**config.mk**
```make
export PLATFORM = sky130hd
export DESIGN_NAME = rcrs_queue
export DESIGN_NICKNAME = d
export VERILOG_FILES = /design/src/rtl/rcrs_pkg.sv /design/src/rtl/rcrs_queue.sv
export SDC_FILE = /design/constraint.sdc
export NUM_CORES = 1
export LEC_CHECK = 0
export BUFFER_PORTS_ARGS = -buffer_cell sky130_fd_sc_hd__buf_2
export CORE_AREA = 2 2 124 126
export CTS_CLUSTER_SIZE = 8
export DETAILED_ROUTE_END_ITERATION = 10
export DIE_AREA = 0 0 126 128
export GPL_ROUTABILITY_DRIVEN = 0
export PLACE_DENSITY = 0.91
export SETUP_SLACK_MARGIN = 0.1
export SLEW_MARGIN = 15
export SYNTH_ARGS = -nofsm -noshare
export SYNTH_HDL_FRONTEND = slang
export SYNTH_SLANG_ARGS = --single-unit
```
**constraint.sdc**
```tcl
create_clock -name clk -period 10.8 [get_ports clk]
set_input_delay 1.08 -clock clk [delete_from_list [all_inputs] [get_ports clk]]
set_output_delay 1.08 -clock clk [all_outputs]
set_load 0.01 [all_outputs]
```
**src/rtl/rcrs_pkg.sv**
```systemverilog
// shared types and constants of the remainder carrying rate scaler
package rcrs_pkg;

  // operation codes
  localparam logic [1:0] FUNC_SCALE = 2'd0;
  localparam logic [1:0] FUNC_SLEW  = 2'd1;
  localparam logic [1:0] FUNC_CLEAR = 2'd2;
  localparam logic [1:0] FUNC_NONE  = 2'd3;

  // kept sign codes
  localparam logic signed [1:0] SGN_ZERO = 2'sb00;
  localparam logic signed [1:0] SGN_POS  = 2'sb01;
  localparam logic signed [1:0] SGN_NEG  = 2'sb11;

  // field widths
  localparam int PLAYER_W  = 3;
  localparam int CHANNEL_W = 4;
  localparam int AMOUNT_W  = 32;
  localparam int TICK_W    = 16;
  localparam int DEN_W     = 16;
  localparam int REM_W     = DEN_W + 1;
  localparam int NUM_W     = 48;
  localparam int CNT_W     = $clog2(NUM_W + 1);
  localparam int PLAYER_SLOTS = 2 ** PLAYER_W;

  // slew constants: small difference, gain of four, divide by eight as a shift
  localparam logic [AMOUNT_W-1:0] SLEW_SMALL    = 32'd8;
  localparam int                  SLEW_GAIN_SH  = 2;
  localparam int                  SLEW_DIV_SH   = 3;
  // one 29th as ceil(2^36 / 29) and a shift by 36, exact for magnitudes up to 2^31
  localparam logic [AMOUNT_W-1:0] SLEW_RECIP    = 32'd2369637129;
  localparam int                  SLEW_RECIP_SH = 36;

  // queue between front and back
  localparam int Q_DEPTH = 2;
  localparam int Q_PW    = $clog2(Q_DEPTH);
  localparam int Q_CW    = $clog2(Q_DEPTH + 1);

  // classified item
  typedef struct packed {
    logic [1:0]                 func;
    logic [PLAYER_W-1:0]        player_index;
    logic [CHANNEL_W-1:0]       channel_index;
    logic signed [AMOUNT_W-1:0] amount;
    logic [TICK_W-1:0]          tick_count;
    logic [DEN_W-1:0]           divisor_value;
    logic                       chan_ok;
    logic                       entry_ok;
    logic                       div_zero;
    logic                       small_diff;
    logic [AMOUNT_W-1:0]        mag;
  } job_t;

  // queue status
  typedef struct packed {
    logic full;
    logic empty;
  } q_stat_t;

  // divider request and response
  typedef struct packed {
    logic             start;
    logic [NUM_W-1:0] num;
    logic [DEN_W-1:0] den;
  } div_req_t;

  typedef struct packed {
    logic             busy;
    logic             done;
    logic [NUM_W-1:0] quo;
    logic [DEN_W-1:0] rem;
  } div_rsp_t;

  // one store entry
  typedef struct packed {
    logic signed [REM_W-1:0] rem;
    logic signed [1:0]       sgn;
  } entry_t;

endpackage

```
**src/rtl/rcrs_queue.sv**
```systemverilog
// short queue of classified transactions between front and back
module rcrs_queue import rcrs_pkg::*; (
  input  logic    clk,
  input  logic    rst_n,
  input  logic    push,
  input  job_t    push_data,
  input  logic    pop,
  output job_t    head,
  output q_stat_t stat
);

  job_t            slot_r [Q_DEPTH];
  logic [Q_PW-1:0] wr_ptr_r, wr_ptr_nxt;
  logic [Q_PW-1:0] rd_ptr_r, rd_ptr_nxt;
  logic [Q_CW-1:0] cnt_r, cnt_nxt;

  assign stat.full  = (cnt_r == Q_CW'(Q_DEPTH));
  assign stat.empty = (cnt_r == '0);
  assign head       = slot_r[rd_ptr_r];

  // pointer and fill count update
  always_comb begin
    wr_ptr_nxt = wr_ptr_r;
    rd_ptr_nxt = rd_ptr_r;
    cnt_nxt    = cnt_r;
    if (push) begin
      wr_ptr_nxt = (wr_ptr_r == Q_PW'(Q_DEPTH - 1)) ? '0 : wr_ptr_r + 1'b1;
    end
    if (pop) begin
      rd_ptr_nxt = (rd_ptr_r == Q_PW'(Q_DEPTH - 1)) ? '0 : rd_ptr_r + 1'b1;
    end
    if (push && !pop) begin
      cnt_nxt = cnt_r + 1'b1;
    end else if (pop && !push) begin
      cnt_nxt = cnt_r - 1'b1;
    end
  end

  always_ff @(posedge clk) begin
    if (!rst_n) begin
      wr_ptr_r <= '0;
      rd_ptr_r <= '0;
      cnt_r    <= '0;
    end else begin
      wr_ptr_r <= wr_ptr_nxt;
      rd_ptr_r <= rd_ptr_nxt;
      cnt_r    <= cnt_nxt;
    end
  end

  // slot storage
  always_ff @(posedge clk) begin
    if (push) begin
      slot_r[wr_ptr_r] <= push_data;
    end
  end

endmodule

```
### Word level (Yosys, flattened, before mapping)

Memories as Yosys holds them, arrays and structs flattened. A register that Yosys moved wholly into a read port is not among the register bits.
Index checks and enable logic that the tools add are counted.

* output and inout bits: 111
* input bits: 113
* memories: 1
* memory bits (writable): 218
* word-level logic and storage cells: 23
* bits in registers: 4

Memories
* slot_r: depth 2, bits a word 109, rd ports 1, clocked after memory_dff 1, wr ports 1, line rcrs_queue.sv:12 `job_t slot_r [Q_DEPTH];`

* mux-type cells: 8
* equal/unequal tests: 1
* add/sub/neg operators: 4
* reductions and logical operators: 6

Operators with widths (count)
* 1-bit two-way mux: 6
* 2-bit two-way mux: 2
* 1-bit adder, second input constant: 2
* 2-bit by 1-bit adder with 2-bit output, second input constant: 1
* 2-bit == test, second input constant: 1
* 1-bit logical AND: 2
* 1-bit zero test: 2
* 2-bit zero test: 1
* 2-bit nonzero test: 1
* 2-bit by 1-bit subtractor with 2-bit output, second input constant: 1

### Longest topological paths before layout

Gate-level depths: netlist (run 1).

* depth in word-level cells: 4
* gate-level depth with buffers: 5
* mapped depth without buffers: 5

### Worst setup path after synthesis (run 1)

No wires, ideal clock.

* kind: input to register
* start: input port push
* end: memory slot_r[0][0] (netlist bit) (enable)
* path slack: 4361 ps
* required time: 10209 ps
* stages on the path: 1
* setup time: 591 ps
* path buffers: 0
* arrival time: 5848 ps
* cells stage by stage: nor2b_1

* cells in the longest elaborated chain, start to end: 2

RTL lines
* from (decl): line rcrs_queue.sv:5 `input logic push,`
* 1-bit two-way mux: line rcrs_queue.sv:53 `if (push) begin`
* 1-bit two-way mux (implied by the code): line rcrs_queue.sv:54 `slot_r[wr_ptr_r] <= push_data;`
* to (decl): line rcrs_queue.sv:12

Every way passes these cells.

==> qor.csv, run 1 <==
metric;value;unit
fin crit share;34.9;%
final core occ;69.0;%
hold buffers post-CTS;0;
non-filler cells, final;809;
clock skew;15.2;ps
root cell of the clock tree;clkbuf_16;
Syn Area/Cell;22.5;µm²
FP Rows;45;
TritonCTS clock tree;done;
placed cells;764;
vias per cell;5.20;
initial antenna violation count;1;
layout cells sized above 1;59.7;%
Synth Instances;361;
Antenna Nets Post-Route;0;
Yosys warnings;0;
total CTS buffers;31;
status;finished clean;
critical path endpoint category;primary output;
Die Wd;126;µm
top cell type's share of synthesized area;80.8;%
top post-synthesis cells by area;edfxtp_1 81%, mux2_2 14%, mux2_4 1.9%;
Startpoint Class;flip-flop;
pin count of the biggest net entering global routing;60;
Lkg Pwr;3.89;nW
Initial DRC Count;242;
Core ar.;0.0149;mm²
synth unique cells;17;
dpl hpwl;9740;µm
total negative slack;0;ps
first drt pass iteration count;4;
Setup CP Type;flip-flop to primary output;
Clock Pin Slew Worst Setup and Hold Paths;50;ps
Hold Crit Class;flip-flop to flip-flop;
Initial Utilization;54.5;%
Pwr per Cell Area;198;mW/mm²
flops & latches, synth;223;
DRC Markers;0;
FMAX;0.265;GHz
global route overflow;0;
die height;128;µm
H-tree depth;1;
GRT Total Usage;18.1;%
Via Count;4207;
buffer count from post-CTS setup fixing;0;
PnR worst setup slack;7030;ps
TritonCTS Sinks;223;
Final Hold Vio Count;0;
Syn Nets;475;
worst vdd ir;130;µV
minimum clock period;3770;ps
worst skew pair latency;520;ps
setup violators final;0;
final wirelength;15200;µm
first-pass GRT wire length;23100;µm
max_slew headroom;47.5;%
final net count;723;
dpl ws;7550;ps
crit-path max FO;57;
post-DR wirelength/cell;18.7;µm
die area;0.0161;mm²
Seq/Total Area, Yosys;82.0;%
num ports;224;
Max Slew Vio Count;0;
RSZ-0062 raised after global routing;false;
Slew @ Worst Pin;787;ps
max_cap viols;0;
Layout area overhead;26.4;%
synthesized area;0.00811;mm²
area leader, netlist;edfxtp_1;
number of global-route vias before repair;4538;
CP required;9720;ps
IO buf count;223;
CP arrival;2690;ps
PostCTS Resize Cnt;0;
Clock Tree Buf Depth;3;
## final cells by class
cell class | instances | area (µm²)
inverter | 1 | 3.75
clock buffer | 44 | 825
fill | 949 | 4610
timing repair buffer | 227 | 1150
sequential | 223 | 6650
antenna | 1 | 2.50
multi-input combinational | 125 | 1390
tap | 188 | 235
## kinds of logic (layout without fill, tap and decap cells)
logic type	Yosys count	count (layout)	synth area share, %
AND/OR/NAND/NOR	9	9	0.664
adder cells (fa/ha/maj)	1	1	0.154
XOR/XNOR	3	3	0.324
flip-flops	223	223	82.0
buffers and inverters	13	272	1.02
AO/OA/AOI/OAI	3	3	0.247
other	0	1	0
multiplexers	109	109	15.6
## state kept, by name, indices dropped and copies added (netlist names), named ones only
| register | flops |
|---|---|
| wr_ptr_r | 1 |
| cnt_r | 2 |
| slot_r | 218 |
| rd_ptr_r | 1 |
## worst paths after layout
check	slack, ps	to	cells after the start	startpoint
worst min register to register	530	cnt_r[1]	2	cnt_r[1]
worst min-delay path	530	cnt_r[1]	2	cnt_r[1]
worst max register to register	8540	slot_r[0][49]	3	wr_ptr_r
worst max-delay path	7030	head[10]	3	flip-flop
## cells in the mapped netlist
cell,number
ha_1,1
mux2_4,10
dfxtp_1,5
or3_1,1
mux2_2,99
xnor2_1,1
buf_2,9
and2_1,4
nor2_1,1
nor2b_1,3
o21ai_0,1
o21a_1,1
edfxtp_1,218
inv_1,1
buf_6,3
a21boi_1,1
xor2_1,2
## cell usage in the layout, fill, tap and decap left out
| cell type | instances |
|---|---|
| buf_2 | 223 |
| edfxtp_1 | 218 |
| mux2_2 | 99 |
| clkbuf_16 | 31 |
| clkbuf_1 | 13 |
| mux2_4 | 10 |
| dfxtp_1 | 4 |
| buf_4 | 4 |
| and2_1 | 3 |
| xor2_1 | 2 |
| nor2b_1 | 2 |
| diode_2 | 1 |
| inv_1 | 1 |
| nor2_1 | 1 |
| and2_4 | 1 |
| nor2b_4 | 1 |
| xnor2_1 | 1 |
| o21a_1 | 1 |
| o21ai_0 | 1 |
| or3_1 | 1 |
| a21boi_1 | 1 |
| ha_1 | 1 |
| dfxtp_4 | 1 |
## layer usage
| layer | share of wire [%] | vias up | global-route usage (%) |
|---|---|---|---|
| met3 | 8.0 | 28 | 5.22 |
| met4 | 1.6 | 0 | 5.30 |
| met5 | 0 | - | 0 |
| li1 | - | 1926 | - |
| met2 | 51 | 171 | 30.6 |
| met1 | 40 | 2082 | 23.0 |
## stage by stage
stage	power [W]	instance area [µm²]	hold slack, ps
floorplan	0.00114	8110	466
global placement	0.00121	9420	476
detailed placement	0.00122	9420	519
CTS	0.00205	10200	535
global route	0.00210	10200	590
finish	0.00203	10200	531
## report_power, final
group          switching, W  internal (W)  total [W]
clock network      0.000306      0.000513   0.000819
registers         0.0000190       0.00100    0.00102
logic             0.0000935     0.0000916   0.000185
total              0.000418       0.00161    0.00203
## worst max-delay path, cell delays in order (launching register included)
cell and delay (ps):
dfxtp_4 790, buf_4 720, mux2_2 430, buf_2 140
No activity file was read; power rests on OpenSTA's default activity.
==> run 2, diff against run 1 <==
- CORE_AREA: 2 2 124 126 -> 2 2 135 137
- DIE_AREA: 0 0 126 128 -> 0 0 137 139
- PLACE_DENSITY: 0.91 -> 0.83
- clock period: 10.8 -> 3.46 ns (I/O delays scaled with it)
==> qor.csv, run 2 (synthesis results as in run 1) <==
metric;value;unit;change
status;finished clean;;unchanged
clock power share;40.4;%;about the same
Hold Crit Class;input pin to flip-flop;;was flip-flop to flip-flop
vias per cell;4.96;;was 5.20
first drt pass iteration count;5;;was 4
initial antenna violation count;1;;unchanged
Setup CP Type;flip-flop to primary output;;unchanged
Final Hold Vio Count;0;;unchanged
setup violators final;0;;unchanged
total negative slack;0;ps;unchanged
TritonCTS clock tree;done;;unchanged
final wirelength;16000;µm;was 15200 µm
total CTS buffers;31;;unchanged
fin crit share;72.5;%;
IO buf count;223;;unchanged
dpl hpwl;10100;µm;was 9740 µm
H-tree depth;1;;unchanged
FP Rows;49;;was 45
Max Slew Vio Count;0;;unchanged
buffer count from post-CTS setup fixing;0;;unchanged
TritonCTS Sinks;223;;unchanged
Die Wd;137;µm;was 126 µm
CP Cell Sequence;buf_4, mux2_2, buf_2;;unchanged
Sw Ratio;20.9;%;was 20.6%
die area;0.0190;mm²;was 0.0161 mm²
DRC Markers;0;;unchanged
Reg power frac;49.8;%;was 50.4%
post-DR wirelength/cell;18.2;µm;was 18.7 µm
CP arrival;2160;ps;was 2690 ps
first-pass GRT wire length;24300;µm;was 23100 µm
Psw;0.00133;W;was 0.000418 W
FILL cells;1264;;was 949
Reg with most FFs;slot_r;;unchanged
critical path endpoint category;primary output;;unchanged
minimum clock period;2510;ps;
RSZ-0062 raised after global routing;false;;unchanged
root cell of the clock tree;clkbuf_16;;unchanged
Layout area overhead;31.3;%;was 26.4%
GRT Total Usage;16.4;%;was 18.1%
CP required;3110;ps;was 9720 ps
max_slew headroom;46.3;%;was 47.5%
hold buffers post-CTS;31;;was 0
global route overflow;0;;unchanged
worst vdd ir;421;µV;was 130 µV
Slew @ Worst Pin;806;ps;was 787 ps
Startpoint Class;flip-flop;;unchanged
Antenna Nets Post-Route;0;;unchanged
Slowest Stage Delay on Critical Path;620;ps;was 790 ps
PostCTS Resize Cnt;0;;unchanged
Max stage delay cell, worst path;dfxtp_4;;unchanged
FMAX;0.399;GHz;
number of global-route vias before repair;4921;;was 4538
max_cap viols;0;;unchanged
final net count;755;;was 723
pin count of the biggest net entering global routing;62;;was 60
Via Count;4381;;was 4207
layout cells sized above 1;56.8;%;was 59.7%
crit-path max FO;32;;was 57
Initial Utilization;45.9;%;was 54.5%
internal power;0.00505;W;was 0.00161 W
top flop regs;slot_r x218, cnt_r x2;;unchanged
Clock Pin Slew Worst Setup and Hold Paths;50;ps;about the same
Lkg Pwr;4.03;nW;was 3.89 nW
most frequent cells in the layout;223 x buf_2, 218 x edfxtp_1, 99 x mux2_2;;unchanged
Pwr per Cell Area;600;mW/mm²;was 198 mW/mm²
max reg flops;218;;unchanged
clock skew;11.1;ps;was 15.2 ps
commonest non-fill, non-tap cell in the layout;buf_2;;unchanged
worst skew pair latency;510;ps;was 520 ps
Initial DRC Count;208;;was 242
die height;139;µm;was 128 µm
share of power burned in combinational logic;9.7;%;was 9.1%
num ports;224;;unchanged
Core ar.;0.0177;mm²;was 0.0149 mm²
Clock Tree Buf Depth;3;;unchanged
final hold slack;22.8;ps;was 531 ps
-- run 2: changes by cell type in the layout (fill, tap and decap cells not counted) --
cell,previous run,this run
buf_12,0,2
buf_4,4,3
clkbuf_1,13,14
dlygate4sd3_1,0,31
-- run 2: layout make-up --
type	instances	area, µm²	area share [%]
well taps	229	287	2.69
flip-flops and latches	223	6650	62.5
diodes	1	2.50	0.0235
multi-input cells	125	1390	13.0
clock buffers	45	828	7.78
repair buffers	259	1490	14.0
inverters	1	3.75	0.0353
-- run 2: worst max-delay path: cells and delay by family, from the launching register on --
family / cells / cell delay (ps)
muxes: 1 / 400
DFF: 1 / 620
buffers and inverters: 2 / 600
-- run 2: routing by layer --
metal | global-route usage (%) | share of wire, % | vias to the layer above
li1 | - | - | 1999
met1 | 17.5 | 36 | 2145
met2 | 30.1 | 53 | 185
met3 | 4.39 | 7.0 | 52
met4 | 6.73 | 3.3 | 0
met5 | 0 | 0 | -
-- run 2: through the flow --
| step | worst slack [ps] | area (µm²) | util [%] | instances | total power [W] |
|---|---|---|---|---|---|
| after floorplan | 85.8 | 8110 | - | 361 | 0.00356 |
| after global placement | 1540 | 9510 | 53.8 | 806 | 0.00380 |
| after detailed placement | 1460 | 9510 | 53.8 | 806 | 0.00383 |
| after CTS | 907 | 10600 | 60.3 | 882 | 0.00645 |
| after global routing | 827 | 10600 | 60.3 | 882 | 0.00662 |
| final | 953 | 10600 | 60.3 | 883 | 0.00639 |
-- run 2: final timing paths --
| check | start | to | slack [ps] | depth (start not counted) |
|---|---|---|---|---|
| worst max register to register | wr_ptr_r | slot_r[1][60] | 1620 | 2 |
| worst min-delay path | push_data[102] | slot_r[0][102] | 20 | 1 |
| worst max-delay path | flip-flop | head[0] | 950 | 3 |
| worst min register to register | cnt_r[1] | cnt_r[1] | 540 | 2 |
-- run 2: power by group through the flow --
stage          Combinational [W]  Clock [W]  Sequential (W)
2_1_floorplan           0.000354          0         0.00321
3_3_place_gp            0.000574          0         0.00322
3_5_place_dp            0.000594          0         0.00323
4_1_cts                 0.000626    0.00264         0.00318
5_1_grt                 0.000671    0.00275         0.00319
6_report                0.000621    0.00258         0.00318
==> run 3, diff against run 2 <==
- ABC_AREA: unset -> 1
- clock period: 3.46 -> 2.2 ns (I/O delays scaled with it)
==> qor.csv, run 3 <==
metric;value;unit;change
status;finished clean;;unchanged
DRC Markers;0;;unchanged
Reg power frac;49.5;%;was 49.8%
final net count;857;;was 755
Initial DRC Count;172;;was 208
Reg with most FFs;slot_r;;unchanged
M2 GR Usage;33.5;%;was 30.1%
Setup CP Type;flip-flop to primary output;;unchanged
gr busiest metal;met2;;unchanged
setup violators final;0;;unchanged
first-pass GRT wire length;26800;µm;was 24300 µm
RSZ-0062 raised after global routing;true;;was false
max_cap viols;0;;unchanged
global route overflow;0;;unchanged
Worst R2R Path Depth;5;;was 2
synthesized area;0.00812;mm²;was 0.00811 mm²
flops & latches, synth;223;;unchanged
GRT Total Usage;18.1;%;was 16.4%
most frequent cell after synthesis;edfxtp_1;;unchanged
final hold slack;142;ps;was 22.8 ps
FMAX;0.493;GHz;
Psw;0.00210;W;was 0.00133 W
vias per cell;4.86;;was 4.96
Clock Pin Slew Worst Setup and Hold Paths;50;ps;about the same
die height;139;µm;unchanged
top post-synthesis cells by area;edfxtp_1 81%, mux2_2 14%, mux2_4 1.8%;;was edfxtp_1 81%, mux2_2 14%, mux2_4 1.9%
Slew @ Worst Pin;733;ps;was 806 ps
reg2reg end;wr_ptr_r;;was slot_r[1][60]
total negative slack;0;ps;unchanged
Yosys warnings;0;;unchanged
dpl hpwl;10100;µm;about the same
GR met1 Demand/Resource;19.6;%;was 17.5%
pin count of the biggest net entering global routing;110;;was 62
most frequent cells in the layout;223 x buf_2, 218 x edfxtp_1, 113 x dlygate4sd3_1;;was 223 x buf_2, 218 x edfxtp_1, 99 x mux2_2
TritonCTS Sinks;223;;unchanged
Sw Ratio;20.8;%;was 20.9%
CP required;1980;ps;was 3110 ps
worst vdd ir;849;µV;was 421 µV
Max Slew Vio Count;0;;unchanged
top flop regs;slot_r x218, cnt_r x2;;unchanged
layout cells sized above 1;50.4;%;was 56.8%
Die Wd;137;µm;unchanged
Post-synth EDFFs;218;;unchanged
fin crit share;92.1;%;
final wirelength;17700;µm;was 16000 µm
Hold Crit Class;input pin to flip-flop;;unchanged
Core ar.;0.0177;mm²;unchanged
commonest non-fill, non-tap cell in the layout;buf_2;;unchanged
root cell of the clock tree;clkbuf_16;;unchanged
die area;0.0190;mm²;unchanged
critical path endpoint category;primary output;;unchanged
number of global-route vias before repair;5394;;was 4921
first drt pass iteration count;6;;was 5
non-filler cells, final;984;;was 883
H-tree depth;1;;unchanged
dpl ws;591;ps;was 1460 ps
clock power share;40.1;%;was 40.4%
initial antenna violation count;1;;unchanged
IO buf count;223;;unchanged
area leader, netlist;edfxtp_1;;unchanged
synth cell count leaders;218 x edfxtp_1, 99 x mux2_2, 10 x mux2_4;;unchanged
Via Count;4782;;was 4381
Synth Instances;374;;was 361
Seq/Total Area, Yosys;81.9;%;was 82.0%
top cell type's share of synthesized area;80.6;%;was 80.8%
post-DR wirelength/cell;18.0;µm;was 18.2 µm
PnR worst setup slack;173;ps;was 953 ps
asr flop ratio synth;0;%;unchanged
Reg-to-Reg Start;wr_ptr_r;;unchanged
Layout area overhead;42.6;%;was 31.3%
max_slew headroom;51.2;%;was 46.3%
total CTS buffers;31;;unchanged
Syn Nets;488;;was 475
FP Rows;49;;unchanged
Final Hold Vio Count;0;;unchanged
TritonCTS clock tree;done;;unchanged
share of power burned in combinational logic;10.4;%;was 9.7%
Clock Tree Buf Depth;3;;unchanged
minimum clock period;2030;ps;
Startpoint Class;flip-flop;;unchanged
clock skew;12.7;ps;was 11.1 ps
internal power;0.00801;W;was 0.00505 W
r2r setup slk;440;ps;was 1620 ps
grt met3 use;4.17;%;was 4.39%
Syn Area/Cell;21.7;µm²;was 22.5 µm²
Main synth FF type;edfxtp_1;;unchanged
num ports;224;;unchanged
CP Capture Point;head[37];;was head[0]
Initial Utilization;46.0;%;was 45.9%
max reg flops;218;;unchanged
Pwr per Cell Area;873;mW/mm²;was 600 mW/mm²
Lkg Pwr;4.45;nW;was 4.03 nW
CP arrival;1810;ps;was 2160 ps
synth unique cells;14;;was 17
Antenna Nets Post-Route;0;;unchanged
crit-path max FO;40;;was 32
placed cells;825;;was 806
worst skew pair latency;520;ps;was 510 ps
==> run 3: changes by cell type after synthesis, moves of 2 or more <==
cell     before  now
nand2_1       0    8
inv_1         1    8
and2_1        4    0
xor2_1        2    0
nor2b_1       3    0
nor2_1        1    9
==> run 3: cells by family after synthesis <==
kind of cell | after synthesis | synth area share [%]
fa+ha+maj | 1 | 0.154
flops | 223 | 81.9
buf+inv | 20 | 1.34
compound gates | 2 | 0.123
mux | 109 | 15.6
simple gates | 19 | 0.925
==> run 3: worst max-delay path: stages (launching register included) <==
cell and delay (ps):
dfxtp_4 480, buf_12 260, mux2_2 380, buf_2 140
==> run 3: repair_timing <==
item | 4_1_cts | 5_1_grt
endpoints found under the setup margin | 76 | 5
setup buffers | 1 | 0
hold buffers | 113 | 0
hold endpoints to repair | 223 | 0
gates resized for setup | 0 | 0
pin swaps | 0 | 0
==> run 3: layer usage <==
layer,part of all wire (%),vias up,wire [µm]
li1,-,2198,-
met1,36,2318,6400
met2,54,207,9460
met3,6.7,59,1180
met4,3.6,0,632
met5,0,-,0
==> run 3: layout make-up <==
type / instances / area (µm²)
repair buffers: 348 / 2400
flip-flops and latches: 223 / 6650
multi-input cells: 131 / 1370
well taps: 229 / 287
fillers: 1155 / 6080
inverters: 8 / 33.8
diodes: 1 / 2.50
clock buffers: 44 / 825
==> run 3: power by group through the flow <==
stage,Clock (W),Combinational [W],Sequential (W)
after floorplan,0,0.000485,0.00505
after global placement,0,0.000850,0.00506
after CTS,0.00413,0.00105,0.00500
final,0.00405,0.00106,0.00500
after global routing,0.00431,0.00114,0.00501
after detailed placement,0,0.000880,0.00508
==> run 3: worst min path at each step <==
stage             startpoint       endpoint  slack, ps  cells after the start
3_5_place_dp   push_data[16]  slot_r[1][16]        410                      1
3_3_place_gp   push_data[11]  slot_r[0][11]        410                      1
6_report                push       cnt_r[0]        140                      3
2_1_floorplan   push_data[0]   slot_r[0][0]        320                      0
4_1_cts                 push       cnt_r[0]        120                      3
5_1_grt                 push       cnt_r[0]        150                      3
==> run 3: through the flow <==
step,util [%],cell area [µm²],total power [W]
after floorplan,-,8130,0.00554
after global placement,54.4,9610,0.00591
after detailed placement,54.4,9610,0.00596
after CTS,65.5,11600,0.0102
after global routing,65.6,11600,0.0105
final,65.6,11600,0.0101
