## config.mk

```make
export PLATFORM = sky130hd
export DESIGN_NAME = rcrs_front_flat
export DESIGN_NICKNAME = d
export VERILOG_FILES = /design/src/rtl/rcrs_pkg.sv /design/src/rtl/rcrs_in_if.sv /design/src/rtl/rcrs_front.sv /design/src/flat_wrapper.sv
export SDC_FILE = /design/constraint.sdc
export NUM_CORES = 1
export LEC_CHECK = 0
export ABC_AREA = 1
export BUFFER_PORTS_ARGS = -buffer_cell sky130_fd_sc_hd__buf_2
export CORE_AREA = 2 2 102 104
export CTS_CLUSTER_SIZE = 24
export DETAILED_ROUTE_END_ITERATION = 10
export DIE_AREA = 0 0 104 106
export HOLD_SLACK_MARGIN = 0.15
export MAX_ROUTING_LAYER = met4
export PLACE_DENSITY = 0.86
export SETUP_SLACK_MARGIN = 0.02
export SLEW_MARGIN = 20
export SYNTH_ARGS = -nofsm -noshare
export SYNTH_HDL_FRONTEND = slang
export SYNTH_SLANG_ARGS = --single-unit
```

## constraint.sdc

```tcl
create_clock -name clk -period 8.1 [get_ports clk]
set_input_delay 0.405 -clock clk [delete_from_list [all_inputs] [get_ports clk]]
set_output_delay 0.405 -clock clk [all_outputs]
set_load 0.05 [all_outputs]
```

## src/rtl/rcrs_pkg.sv

```systemverilog
// shared types and constants of the remainder carrying rate scaler
package rcrs_pkg;

  // operation codes
  localparam logic [1:0] FUNC_SCALE = 2'd0;
  localparam logic [1:0] FUNC_SLEW  = 2'd1;
  localparam logic [1:0] FUNC_CLEAR = 2'd2;
  localparam logic [1:0] FUNC_NONE  = 2'd3;

  // kept sign codes
  localparam logic signed [1:0] SGN_ZERO = 2'sb00;
  localparam logic signed [1:0] SGN_POS  = 2'sb01;
  localparam logic signed [1:0] SGN_NEG  = 2'sb11;

  // field widths
  localparam int PLAYER_W  = 3;
  localparam int CHANNEL_W = 4;
  localparam int AMOUNT_W  = 32;
  localparam int TICK_W    = 16;
  localparam int DEN_W     = 16;
  localparam int REM_W     = DEN_W + 1;
  localparam int NUM_W     = 48;
  localparam int CNT_W     = $clog2(NUM_W + 1);
  localparam int PLAYER_SLOTS = 2 ** PLAYER_W;

  // slew constants: small difference, gain of four, divide by eight as a shift
  localparam logic [AMOUNT_W-1:0] SLEW_SMALL    = 32'd8;
  localparam int                  SLEW_GAIN_SH  = 2;
  localparam int                  SLEW_DIV_SH   = 3;
  // one 29th as ceil(2^36 / 29) and a shift by 36, exact for magnitudes up to 2^31
  localparam logic [AMOUNT_W-1:0] SLEW_RECIP    = 32'd2369637129;
  localparam int                  SLEW_RECIP_SH = 36;

  // queue between front and back
  localparam int Q_DEPTH = 2;
  localparam int Q_PW    = $clog2(Q_DEPTH);
  localparam int Q_CW    = $clog2(Q_DEPTH + 1);

  // classified item
  typedef struct packed {
    logic [1:0]                 func;
    logic [PLAYER_W-1:0]        player_index;
    logic [CHANNEL_W-1:0]       channel_index;
    logic signed [AMOUNT_W-1:0] amount;
    logic [TICK_W-1:0]          tick_count;
    logic [DEN_W-1:0]           divisor_value;
    logic                       chan_ok;
    logic                       entry_ok;
    logic                       div_zero;
    logic                       small_diff;
    logic [AMOUNT_W-1:0]        mag;
  } job_t;

  // queue status
  typedef struct packed {
    logic full;
    logic empty;
  } q_stat_t;

  // divider request and response
  typedef struct packed {
    logic             start;
    logic [NUM_W-1:0] num;
    logic [DEN_W-1:0] den;
  } div_req_t;

  typedef struct packed {
    logic             busy;
    logic             done;
    logic [NUM_W-1:0] quo;
    logic [DEN_W-1:0] rem;
  } div_rsp_t;

  // one store entry
  typedef struct packed {
    logic signed [REM_W-1:0] rem;
    logic signed [1:0]       sgn;
  } entry_t;

endpackage

```

## src/rtl/rcrs_in_if.sv

```systemverilog
// input channel interface
interface rcrs_in_if;
  logic               valid;
  logic               ready;
  logic [1:0]         func;
  logic [2:0]         player_index;
  logic [3:0]         channel_index;
  logic signed [31:0] amount;
  logic [15:0]        tick_count;
  logic [15:0]        divisor_value;

  modport source (output valid, func, player_index, channel_index, amount, tick_count,
                  divisor_value, input ready);
  modport sink (input valid, func, player_index, channel_index, amount, tick_count,
                divisor_value, output ready);
endinterface

```

## src/rtl/rcrs_front.sv

```systemverilog
// front stage: accepts and classifies input transactions
module rcrs_front import rcrs_pkg::*; #(
  parameter int PLAYERS  = 8,
  parameter int CHANNELS = 9
) (
  input  logic    clk,
  input  logic    rst_n,
  rcrs_in_if.sink in_ch,
  input  q_stat_t q_stat,
  output logic    q_push,
  output job_t    q_data
);

  logic hold_v_r, hold_v_nxt;
  job_t hold_r, hold_nxt;
  job_t cls;
  logic in_take;

  // classification of the incoming transaction
  always_comb begin
    cls.func          = in_ch.func;
    cls.player_index  = in_ch.player_index;
    cls.channel_index = in_ch.channel_index;
    cls.amount        = in_ch.amount;
    cls.tick_count    = in_ch.tick_count;
    cls.divisor_value = in_ch.divisor_value;
    cls.chan_ok       = ({1'b0, in_ch.channel_index} < 5'(CHANNELS));
    cls.entry_ok      = cls.chan_ok && ({4'b0, in_ch.player_index} < 7'(PLAYERS));
    cls.div_zero      = (in_ch.divisor_value == '0);
    cls.mag           = in_ch.amount[AMOUNT_W-1] ? (~in_ch.amount + 32'd1) : in_ch.amount;
    cls.small_diff    = (cls.mag < SLEW_SMALL);
  end

  // handshake with the queue
  assign in_ch.ready = !hold_v_r || !q_stat.full;
  assign in_take     = in_ch.valid && in_ch.ready;
  assign q_push      = hold_v_r && !q_stat.full;
  assign q_data      = hold_r;

  always_comb begin
    hold_v_nxt = hold_v_r;
    hold_nxt   = hold_r;
    if (in_take) begin
      hold_v_nxt = 1'b1;
      hold_nxt   = cls;
    end else if (q_push) begin
      hold_v_nxt = 1'b0;
    end
  end

  always_ff @(posedge clk) begin
    if (!rst_n) begin
      hold_v_r <= 1'b0;
    end else begin
      hold_v_r <= hold_v_nxt;
    end
    hold_r <= hold_nxt;
  end

endmodule

```

## src/flat_wrapper.sv

```systemverilog
// flat-port wrapper written by rule: the top's interface ports become plain ports
module rcrs_front_flat import rcrs_pkg::*;
#(
  parameter int PLAYERS  = 8,
  parameter int CHANNELS = 9
)
  (clk, rst_n, q_stat, q_push, q_data, in_ch_valid, in_ch_func, in_ch_player_index, in_ch_channel_index, in_ch_amount, in_ch_tick_count, in_ch_divisor_value, in_ch_ready);
  rcrs_in_if in_ch_i ();
  input  logic clk;
  input  logic rst_n;
  input  q_stat_t q_stat;
  output logic q_push;
  output job_t q_data;
  input wire logic [$bits(in_ch_i.valid)-1:0] in_ch_valid;
  input wire logic [$bits(in_ch_i.func)-1:0] in_ch_func;
  input wire logic [$bits(in_ch_i.player_index)-1:0] in_ch_player_index;
  input wire logic [$bits(in_ch_i.channel_index)-1:0] in_ch_channel_index;
  input wire logic [$bits(in_ch_i.amount)-1:0] in_ch_amount;
  input wire logic [$bits(in_ch_i.tick_count)-1:0] in_ch_tick_count;
  input wire logic [$bits(in_ch_i.divisor_value)-1:0] in_ch_divisor_value;
  output wire logic [$bits(in_ch_i.ready)-1:0] in_ch_ready;
  assign in_ch_i.valid = in_ch_valid;
  assign in_ch_i.func = in_ch_func;
  assign in_ch_i.player_index = in_ch_player_index;
  assign in_ch_i.channel_index = in_ch_channel_index;
  assign in_ch_i.amount = in_ch_amount;
  assign in_ch_i.tick_count = in_ch_tick_count;
  assign in_ch_i.divisor_value = in_ch_divisor_value;
  assign in_ch_ready = in_ch_i.ready;
  rcrs_front #(.PLAYERS(PLAYERS), .CHANNELS(CHANNELS)) u_core (.clk(clk), .rst_n(rst_n), .in_ch(in_ch_i), .q_stat(q_stat), .q_push(q_push), .q_data(q_data));
endmodule
```

; ---- Word level (Yosys, flattened, before mapping)
; Index checks and enable logic that the tools add are counted.
; Widths: inputs -> output; s select.
[op_classes]
order_cmp = 2
mul = 0
bitwise_logic = 1
reduce_logical = 7
shift = 0
n_mux = 3
n_addsub = 1
n_div = 0
eq_ne = 0
[op_table]
columns = operator, count
row1 = $add 32x1->32 const B, 1
row2 = $lt 32x4->1 const B, 1
row3 = $mux 32, 1
row4 = $not 32->32, 1
row5 = $logic_not 16->1, 1
row6 = $lt 4x4->1 const B, 1
row7 = $logic_and 1x1->1, 2
row8 = $logic_not 1->1, 2
row9 = $mux 1, 2
row10 = $reduce_bool 2->1, 1
row11 = $logic_or 1x1->1, 1
[word_totals]
romBits = 0
latchBits = 0
output_inout_bits = 111
reg_bits = 109
ram_bits = 0
n_memories = 0
wordCells = 25

; ---- Logic depth before layout (Yosys ltp)
; Gate-level depths: netlist of the first run.
[depth]
depth_word = 4
depth_mapped = 14

; ---- Worst setup path before layout of the first run
; OpenSTA, ideal clock, no wires.
[synth_path]
path_kind = input-to-reg
start = input in_ch_valid
end = register u_core.hold_r, in the netlist u_core.q_data[0] (enable)
required_time_ns = 7.492
path_stages = 2
arrival_ns = 5.603
setup_slack_ns = 1.889
setup_time_ns = 0.608
path_cell_list = inv_1 a21oi_1
[synth_via]
elab_chain_cells = 1
[synth_rtl]
columns = item, line
row1 = "start, declared", flat_wrapper.sv:14  ; input wire logic [$bits(in_ch_i.valid)-1:0] in_ch_valid;
row2 = $logic_and 1x1->1, rcrs_front.sv:36  ; assign in_take = in_ch.valid && in_ch.ready;
row3 = "end signal, assigned", rcrs_front.sv:57  ; hold_r <= hold_nxt;
row4 = "end, declared", rcrs_front.sv:15  ; job_t hold_r, hold_nxt;
; Every way passes these cells.
; A chain may end at the register's enable or synchronous reset.

==> out/qor.yml, run 1 <==
die:
  rows: 37
  die_h_um: 106
  start_util_pct: 46.5
  dieArea_um2: 11000
  core_um2: 10000
  ios: 189
  die_w_um: 104
synth:
  synthCells: 401
  synth_flop_cell: "edfxtp_1"
  synthArstFlopShare_pct: 0
  syn_area_um2: 4650
  synth_area_leaders: "edfxtp_1 69%, nand2_1 7.9%, nand3_1 4.1%"
  synth_edf_count: 107
  synth_area_per_cell_um2: 11.6
  synth_seq_area_share_pct: 69.5
  synth_nets: 480
  ys_types: 31
  synthTopCellsByCount: "107 x edfxtp_1, 98 x nand2_1, 46 x inv_1"
  synth_most_common_cell: "edfxtp_1"
  yosys.area.top_type: "edfxtp_1"
  ys_ff_latch: 108
  synth_top_area_share_pct: 69.1
  synth_warnings: 0
global_routing:
  antenna_found_initial: 0
  grt_pass1_vias: 3520
  grtUsageTotal_pct: 20.5
  grt_pass1_wl_um: 16800
  overflow: 0
  grt_max_degree: 65
setup_path:
  path_class: "primary input to register"
  critical_path.cell_chain: "buf_2 -> inv_1 -> nor2_1 -> inv_1 -> nor3_1 -> nand2_1 -> nand2_1 -> nor2_1 -> nand3_1 -> nor2_1 -> nand2_1 -> nor2_2"
  cp_slowest_cell: "buf_2"
  crit_fanout: 46
  cpPeakStageDelay_ps: 650
  cp_data_required_time_ps: 8240
  critPathTopFamily: "buffers and inverters"
  end_kind: "register"
  arrival_ps: 2290
  critPathLaunchType: "primary input"
  crit_buf_inv: 3
outcome:
  status: "finished clean"
power_and_ir_drop:
  switching_share_pct: 31.1
  intPower_uw: 856
  pwr-share-clk_pct: 26.3
  p_leak_nw: 2.69
  power_density_nw_per_um2: 209
  switchingPower_uw: 387
  pwr-share-comb_pct: 20.1
  irDropWorstVdd_mv: 0.0921
  power.share.sequential_pct: 53.5
  power_mw: 1.24
sta:
  fin_crit_sh_pct: 26.6
  timing.hold.ws_ps: 207
  tightest_slew_ps: 862
  setup_violations: 0
  rsz0062_at_grt: "false"
  fin_skew_ps: 7.62
  slew_violations: 0
  min_period_ps: 2160
  slew_headroom_pct: 42.5
  tns_ps: 0
  finalHoldViolCount: 0
  max_freq_mhz: 463
clock_tree:
  htreeDepth: 3
  clk_pin_slew_ps: 100
  cts_hold_buf: 0
  root_buffer: "clkbuf_8"
  clk_latency_ps: 360
  cts_tree: "yes"
  cts_sinks: 108
  cts_made_buffers: 9
  cts_setup_buffers: 0
  ctsResizeCount: 0
  max-clock-path-buffers: 2
placement:
  portBuffers: 187
  placed_area_um2: 5740
  place_congestion: 0.875
  dp_hpwl_um: 8460
detailed_routing:
  drt_pass1_iterations: 7
  postRouteWirelength_um: 10900
  antenna_left: 0
  via_per_inst: 4.73
  wire_per_inst_um: 14.8
  drc: 0
  dr_total_vias: 3479
  drtIter0Drc: 150
worst_hold_path:
  holdCritPathClass: "primary input to register"
layout:
  fin_util_pct: 59.4
  final_area_um2: 5940
  n_fill_cell: 849
  antenna_cells: 0
  final_nets: 673
  layout-drive-gt1-share_pct: 40.6
  area_growth_pct: 27.7
flow_run:
  drv_cap: 0
[layer usage]
layer  vias to the layer above  GRT usage (%)  share of wire, %  wire length, µm
met4                         0           7.24               1.3              142
met3                        14           4.97               6.4              694
met1                      1604           23.7                42             4530
met2                       135           35.2                51             5540
li1                       1726              -                 -                -
met5                         -              -                 0                0
[flip-flops by register name, summed over array words and instances (netlist names)]
name             flops
u_core.q_data      107
u_core.hold_v_r      1
[logic make-up (layout without fill, tap and decap cells)]
logic type               count (synthesis)  in the layout  synth area share, %
flip-flops                             108            108                 69.5
buffers and inverters                   58            256                 5.00
AND/OR/NAND/NOR                        219            219                 22.8
adder cells (fa/ha/maj)                  1              1                0.269
XOR/XNOR                                 5              5                0.941
AO/OA/AOI/OAI                           10             10                 1.45
[worst reg2reg max path, stage by stage, from the launching register on]
cell and delay (ps):
dfxtp_1 360, a21oi_4 130, buf_4 610
[cell type report]
type / instances / area [µm²] / area share, %
Inverter: 51 / 191 / 3.22
Sequential cell: 108 / 3230 / 54.4
Tap cell: 136 / 170 / 2.86
Timing Repair Buffer: 189 / 951 / 16.0
Clock inverter: 6 / 70.1 / 1.18
Multi-Input combinational cell: 235 / 1200 / 20.2
Clock buffer: 10 / 128 / 2.15
[final timing paths]
kind	slack, ps	endpoint	depth (start not counted)	from
max	5940	u_core.q_data[32]	12	in_ch_amount[31]
min	210	u_core.q_data[106]	1	in_ch_player_index[2]
max reg2reg	6590	u_core.q_data[91]	2	u_core.hold_v_r
min reg2reg	570	u_core.hold_v_r	2	u_core.hold_v_r
[power by group through the flow]
stage                     Clock, mW  Sequential, mW  Combinational, mW
after CTS                     0.335           0.666              0.251
after floorplan                   0           0.803             0.0580
final                         0.327           0.665              0.250
after detailed placement          0           0.679              0.251
after global placement            0           0.677              0.247
after global routing          0.352           0.669              0.265
[per-stage QoR]
step | setup WS, ps | cells
2_1_floorplan | 1890 | 401
3_3_place_gp | 5640 | 719
3_5_place_dp | 5600 | 719
4_1_cts | 6010 | 735
5_1_grt | 5830 | 735
6_report | 5940 | 735
[cells in the final DEF (no fill, tap or decap), drive strengths merged]
cell type	netlist	final
inv	51	53
o211ai	2	2
bufinv	0	1
nand3b	6	6
clkinvlp	0	2
a21boi	1	1
ha	1	1
o21ai	4	4
clkinv	0	1
edfxtp	107	107
buf	7	189
o21bai	1	1
nand2	114	114
dfxtp	1	1
a21oi	1	1
nand3	40	40
o31ai	1	1
nor3	1	1
xor2	5	5
nand4	1	1
clkbuf	0	10
nor2	52	52
nor4	5	5
Note: power is estimated with default switching activity, not from simulation.
==> inputs of run 2 (changes only) <==
==> constraint.sdc (replaced) <==
create_clock -name clk -period 2 [get_ports clk]
set_input_delay 0.1 -clock clk [delete_from_list [all_inputs] [get_ports clk]]
set_output_delay 0.1 -clock clk [all_outputs]
set_load 0.05 [all_outputs]
==> out/qor.yml, run 2 (synthesis results as in run 1) <==
setup_path:
  ff2ff_setup_slack_ps: 540  # -6050 ps
  crit_start: "in_ch_amount[1]"
  crit_buf_inv: 4  # +1
  critPathTopFamily: "simple AND/OR/NAND/NOR gates"
  end_kind: "register"
  rr_worst_depth: 2  # unchanged
  r2r_start: "u_core.hold_v_r"
  critPathLaunchType: "primary input"
  cpPeakStageDelay_ps: 530  # -120 ps
  reg2reg_to: "u_core.q_data[63]"
  path_class: "primary input to register"
  cp_data_required_time_ps: 2240  # -6000 ps
  arrival_ps: 2160  # -130 ps
  critical_path.cell_chain: "dlygate4sd3_1 -> buf_2 -> inv_2 -> ha_4 -> nand3_4 -> buf_4 -> nand3_1 -> nand2_1 -> nor2_1 -> nand2_1 -> nor2_1 -> nand3_1 -> nor2_1 -> nand2_1 -> nor2_2"
  crit_fanout: 4  # -91%
  cp_slowest_cell: "dlygate4sd3_1"
detailed_routing:
  dr_total_vias: 4007  # +15%
  antenna_left: 0  # unchanged
  postRouteWirelength_um: 13100  # +20%
  wire_per_inst_um: 16.0  # +7.6%
  drt_pass1_iterations: 5  # -2
  drc: 0  # unchanged
  drtIter0Drc: 224  # +49%
  via_per_inst: 4.90  # +3.5%
die:
  start_util_pct: 46.5  # unchanged
  rows: 37  # unchanged
  die_w_um: 104  # unchanged
  die_h_um: 106  # unchanged
  dieArea_um2: 11000  # unchanged
  core_um2: 10000  # unchanged
  ios: 189  # unchanged
sta:
  slew_headroom_pct: 57.7  # +15 points
  fin_skew_ps: 2.68  # -4.95 ps
  tightest_slew_ps: 633  # -230 ps
  slew_violations: 0  # unchanged
  max_freq_mhz: 521
  setup_violations: 0  # unchanged
  tns_ps: 0  # unchanged
  finalHoldViolCount: 0  # unchanged
  min_period_ps: 1920
  rsz0062_at_grt: "false"
  fin_crit_sh_pct: 96.0
placement:
  placed_area_um2: 5850  # +1.8%
  portBuffers: 187  # unchanged
  dp_hpwl_um: 8610  # +1.8%
  place_congestion: 0.858  # -2.0%
layout:
  layout-drive-gt1-share_pct: 39.6  # -0.98 points
  area_growth_pct: 47.3
  final_nets: 757  # +12%
  final_cell_mix: "187 x buf_2, 107 x edfxtp_1, 93 x nand2_1"
  final_common_cell: "buf_2"
  final_area_um2: 6850  # +15%
  antenna_cells: 0  # unchanged
  largest_register_ffs: 107  # unchanged
worst_hold_path:
  holdPathStages: 2  # +1
  min-delay-start: "q_stat[1]"
  holdCritPathClass: "primary input to register"
  whs_endpoint: "u_core.q_data[90]"
flow_run:
  drv_cap: 0  # unchanged
global_routing:
  grt_pass1_vias: 3983  # +13%
  grt_max_degree: 45  # -31%
  grt_pass1_wl_um: 20200  # +20%
  overflow: 0  # unchanged
  grtUsageTotal_pct: 24.6  # +4.1 points
  antenna_found_initial: 0  # unchanged
power_and_ir_drop:
  irDropWorstVdd_mv: 0.345  # +280%
  p_leak_nw: 3.05  # +14%
  power_density_nw_per_um2: 744  # +260%
clock_tree:
  cts_tree: "yes"
  cts_sinks: 108  # unchanged
  cts_made_buffers: 9  # unchanged
  clk_pin_slew_ps: 100  # about the same
  clk_latency_ps: 360  # about the same
  htreeDepth: 3  # unchanged
  max-clock-path-buffers: 2  # unchanged
  root_buffer: "clkbuf_8"
outcome:
  status: "finished clean"
## run 2: cell types whose count changed in the layout (fill, tap and decap cells not counted), moves of 4 or more
cell	previous run	this run
nor2_2	8	13
nor2_1	38	32
nand3_1	38	34
buf_12	0	4
nand3_2	1	5
nand2_1	98	93
nand2_2	12	17
buf_4	2	7
dlygate4sd3_1	0	75
## run 2: worst max path at each step
| stage | to | slack (ps) | cells past startpoint |
|---|---|---|---|
| floorplan | u_core.q_data[0] | -530 | 1 |
| global placement | u_core.q_data[32] | 190 | 14 |
| detailed placement | u_core.q_data[32] | 150 | 14 |
| CTS | u_core.q_data[32] | 60 | 16 |
| global route | u_core.q_data[32] | 6 | 16 |
| finish | u_core.q_data[32] | 80 | 15 |
## run 2: what timing repair did
action                                  4_1_cts  5_1_grt
resized for setup                             0       19
setup buffers                                 0        2
endpoints found under the setup margin        0        1
hold endpoints to repair                     97        0
hold buffers                                 75        0
## run 2: area by class of cell
class / instances / area, µm²
multi-input combinational: 235 / 1260
fill: 728 / 3150
timing repair buffer: 273 / 1820
tap: 136 / 170
sequential: 108 / 3230
clock inverter: 6 / 50.0
clock buffer: 9 / 124
inverter: 51 / 191
## run 2: worst reg2reg max path: cells and delay by family (launching register included)
family                 cells  cell delay (ps)
buffers and inverters      1              280
DFF                        1              350
AOI/OAI and AO/OA          1              530
## run 2: metal layers
layer / global-route usage, % / vias up / routed length [µm]
met5: - / - / 0
met4: 10.2 / 0 / 285
met3: 5.15 / 25 / 1000
met2: 43.3 / 200 / 6880
met1: 27.5 / 1890 / 4890
li1: - / 1892 / -
## run 2: where the power goes
| group | leakage, nW | switching (mW) | internal (mW) |
|---|---|---|---|
| Clock | 0.0812 | 0.750 | 0.461 |
| Combinational | 1.93 | 0.850 | 0.343 |
| Sequential | 1.05 | 0.0371 | 2.66 |
## run 2: through the flow
stage               hold slack, ps  utilization, %  worst slack, ps  power [mW]  cells
floorplan                      199               -             -532        3.47    401
global placement               276            58.5              192        3.77    726
detailed placement             279            58.5              155        3.79    726
CTS                            207            67.7             61.9        5.09    816
global route                   242            68.5             5.81        5.27    818
finish                         211            68.5             80.8        5.10    818
==> inputs of run 3 (changes only) <==
--- a/config.mk
+++ b/config.mk
@@ -6,12 +6,11 @@
 export NUM_CORES = 1
 export LEC_CHECK = 0
 export ABC_AREA = 1
-export BUFFER_PORTS_ARGS = -buffer_cell sky130_fd_sc_hd__buf_2
+export BUFFER_PORTS_ARGS = -buffer_cell sky130_fd_sc_hd__buf_4
 export CORE_AREA = 2 2 102 104
 export CTS_CLUSTER_SIZE = 24
 export DETAILED_ROUTE_END_ITERATION = 10
 export DIE_AREA = 0 0 104 106
-export HOLD_SLACK_MARGIN = 0.15
 export MAX_ROUTING_LAYER = met4
 export PLACE_DENSITY = 0.86
 export SETUP_SLACK_MARGIN = 0.02
==> out/qor.yml, run 3 (synthesis results as in run 1) <==
die:
  ios: 189  # unchanged
  core_um2: 10000  # unchanged
  rows: 37  # unchanged
  dieArea_um2: 11000  # unchanged
  die_h_um: 106  # unchanged
  start_util_pct: 46.5  # unchanged
  die_w_um: 104  # unchanged
detailed_routing:
  postRouteWirelength_um: 13700  # +4.6%
  drt_pass1_iterations: 5  # unchanged
  via_per_inst: 4.82  # -1.6%
  drc: 0  # unchanged
  dr_total_vias: 3906  # -2.5%
  antenna_left: 0  # unchanged
  wire_per_inst_um: 16.9  # +5.6%
  drtIter0Drc: 283  # +26%
sta:
  slew_headroom_pct: 61.4  # +3.7 points
  fin_skew_ps: 6.81  # +4.13 ps
  fin_crit_sh_pct: 93.2  # -2.8 points
  setup_violations: 0  # unchanged
  finalHoldViolCount: 0  # unchanged
  slew_violations: 0  # unchanged
  min_period_ps: 1860  # -55.1 ps
  layout_setup_ws_ps: 136  # +55.1 ps
  max_freq_mhz: 536  # +3.0%
  tightest_slew_ps: 579  # -53.6 ps
setup_path:
  cp_data_required_time_ps: 2240  # about the same
  critPathLaunchType: "primary input"
  arrival_ps: 2110  # -50 ps
  end_kind: "register"
  crit_fanout: 5  # +1
  path_class: "primary input to register"
layout:
  final_area_um2: 7250  # +5.8%
  final_nets: 749  # -1.1%
  final_common_cell: "buf_4"
  largest_register_ffs: 107  # unchanged
  final_cell_mix: "190 x buf_4, 107 x edfxtp_1, 91 x nand2_1"
  antenna_cells: 0  # unchanged
  layout-drive-gt1-share_pct: 39.8  # +0.17 points
  area_growth_pct: 55.8
  n_fill_cell: 666  # -8.5%
  fin_util_pct: 72.5  # +4.0 points
outcome:
  status: "finished clean"
placement:
  placed_area_um2: 6230  # +6.6%
  place_congestion: 0.875  # +1.9%
  pre_cts_slack_ps: 165  # +10.5 ps
  portBuffers: 187  # unchanged
  dp_hpwl_um: 8650  # +0.39%
power_and_ir_drop:
  power.share.sequential_pct: 51.9  # -0.9 points
  irDropWorstVdd_mv: 0.411  # +19%
  switching_share_pct: 31.7  # -0.39 points
  switchingPower_mw: 1.65  # +1.0%
  power_density_nw_per_um2: 720  # -3.3%
  pwr-share-comb_pct: 24.9  # +1.5 points
  power_mw: 5.22  # +2.3%
  pwr-share-clk_pct: 23.2  # -0.6 points
  p_leak_nw: 3.17  # +3.9%
  intPower_mw: 3.56  # +2.9%
global_routing:
  grt_max_degree: 63  # +40%
  grt_pass1_vias: 3940  # -1.1%
  grt_pass1_wl_um: 21000  # +3.7%
  overflow: 0  # unchanged
  grtUsageTotal_pct: 25.6  # +0.99 points
  antenna_found_initial: 0  # unchanged
worst_hold_path:
  holdCritPathClass: "primary input to register"
clock_tree:
  cts_tree: "yes"
  clk_latency_ps: 370  # about the same
  cts_made_buffers: 9  # unchanged
  htreeDepth: 3  # unchanged
  clk_pin_slew_ps: 100  # about the same
  cts_sinks: 108  # unchanged
  max-clock-path-buffers: 2  # unchanged
  root_buffer: "clkbuf_8"
flow_run:
  drv_cap: 0  # unchanged
## run 3: worst max-delay path, cell delays in order
cell           delay [ps]
dlygate4sd3_1         530
buf_4                 160
inv_1                 130
nand3_4               130
nor2_4                210
nand2_2               100
nand2_2                70
nand2_1                60
nand2_2                70
nand3_2                60
nor2_1                170
nand2_1                80
nor2_1                100
nand2_1                70
nor2_2                 70
## run 3: path summary, 6_finish.rpt
path,start,endpoint,slack (ps),cells past startpoint
max,in_ch_amount[3],u_core.q_data[32],140,15
min,q_stat[1],u_core.hold_v_r,40,3
max reg2reg,u_core.hold_v_r,u_core.q_data[77],570,2
min reg2reg,u_core.hold_v_r,u_core.hold_v_r,520,2
## run 3: what timing repair did
item | in CTS | in global routing
endpoints found under the setup margin | 0 | 1
hold buffers | 73 | 0
setup buffers | 0 | 2
endpoints found under the hold margin | 74 | 0
gates resized for setup | 0 | 29
## run 3: through the flow
stage | hold slack (ps) | std cells | TNS [ps]
floorplan | 199 | 401 | -56940
global placement | 278 | 720 | 0
detailed placement | 280 | 720 | 0
CTS | 16.8 | 808 | 0
global route | 72.4 | 810 | -26.6
finish | 36.7 | 810 | 0
## run 3: power by group through the flow
stage | combinational (mW) | clock (mW) | sequential [mW]
after floorplan | 0.237 | 0 | 3.23
after global placement | 1.13 | 0 | 2.75
after detailed placement | 1.15 | 0 | 2.75
after CTS | 1.27 | 1.24 | 2.70
after global routing | 1.36 | 1.33 | 2.72
final | 1.30 | 1.21 | 2.71
## run 3: cell type report
type	count	area [µm²]	area share [%]
Timing Repair Buffer	265	2190	30.2
Multi-Input combinational cell	235	1290	17.8
Tap cell	136	170	2.35
Sequential cell	108	3230	44.6
Inverter	51	194	2.68
Clock buffer	9	124	1.71
Clock inverter	6	47.5	0.656
## run 3: layer usage
metal	global-route usage, %	wire length (µm)
met5	-	0
met4	8.88	383
met3	5.58	1040
met2	44.2	6970
met1	29.9	5260
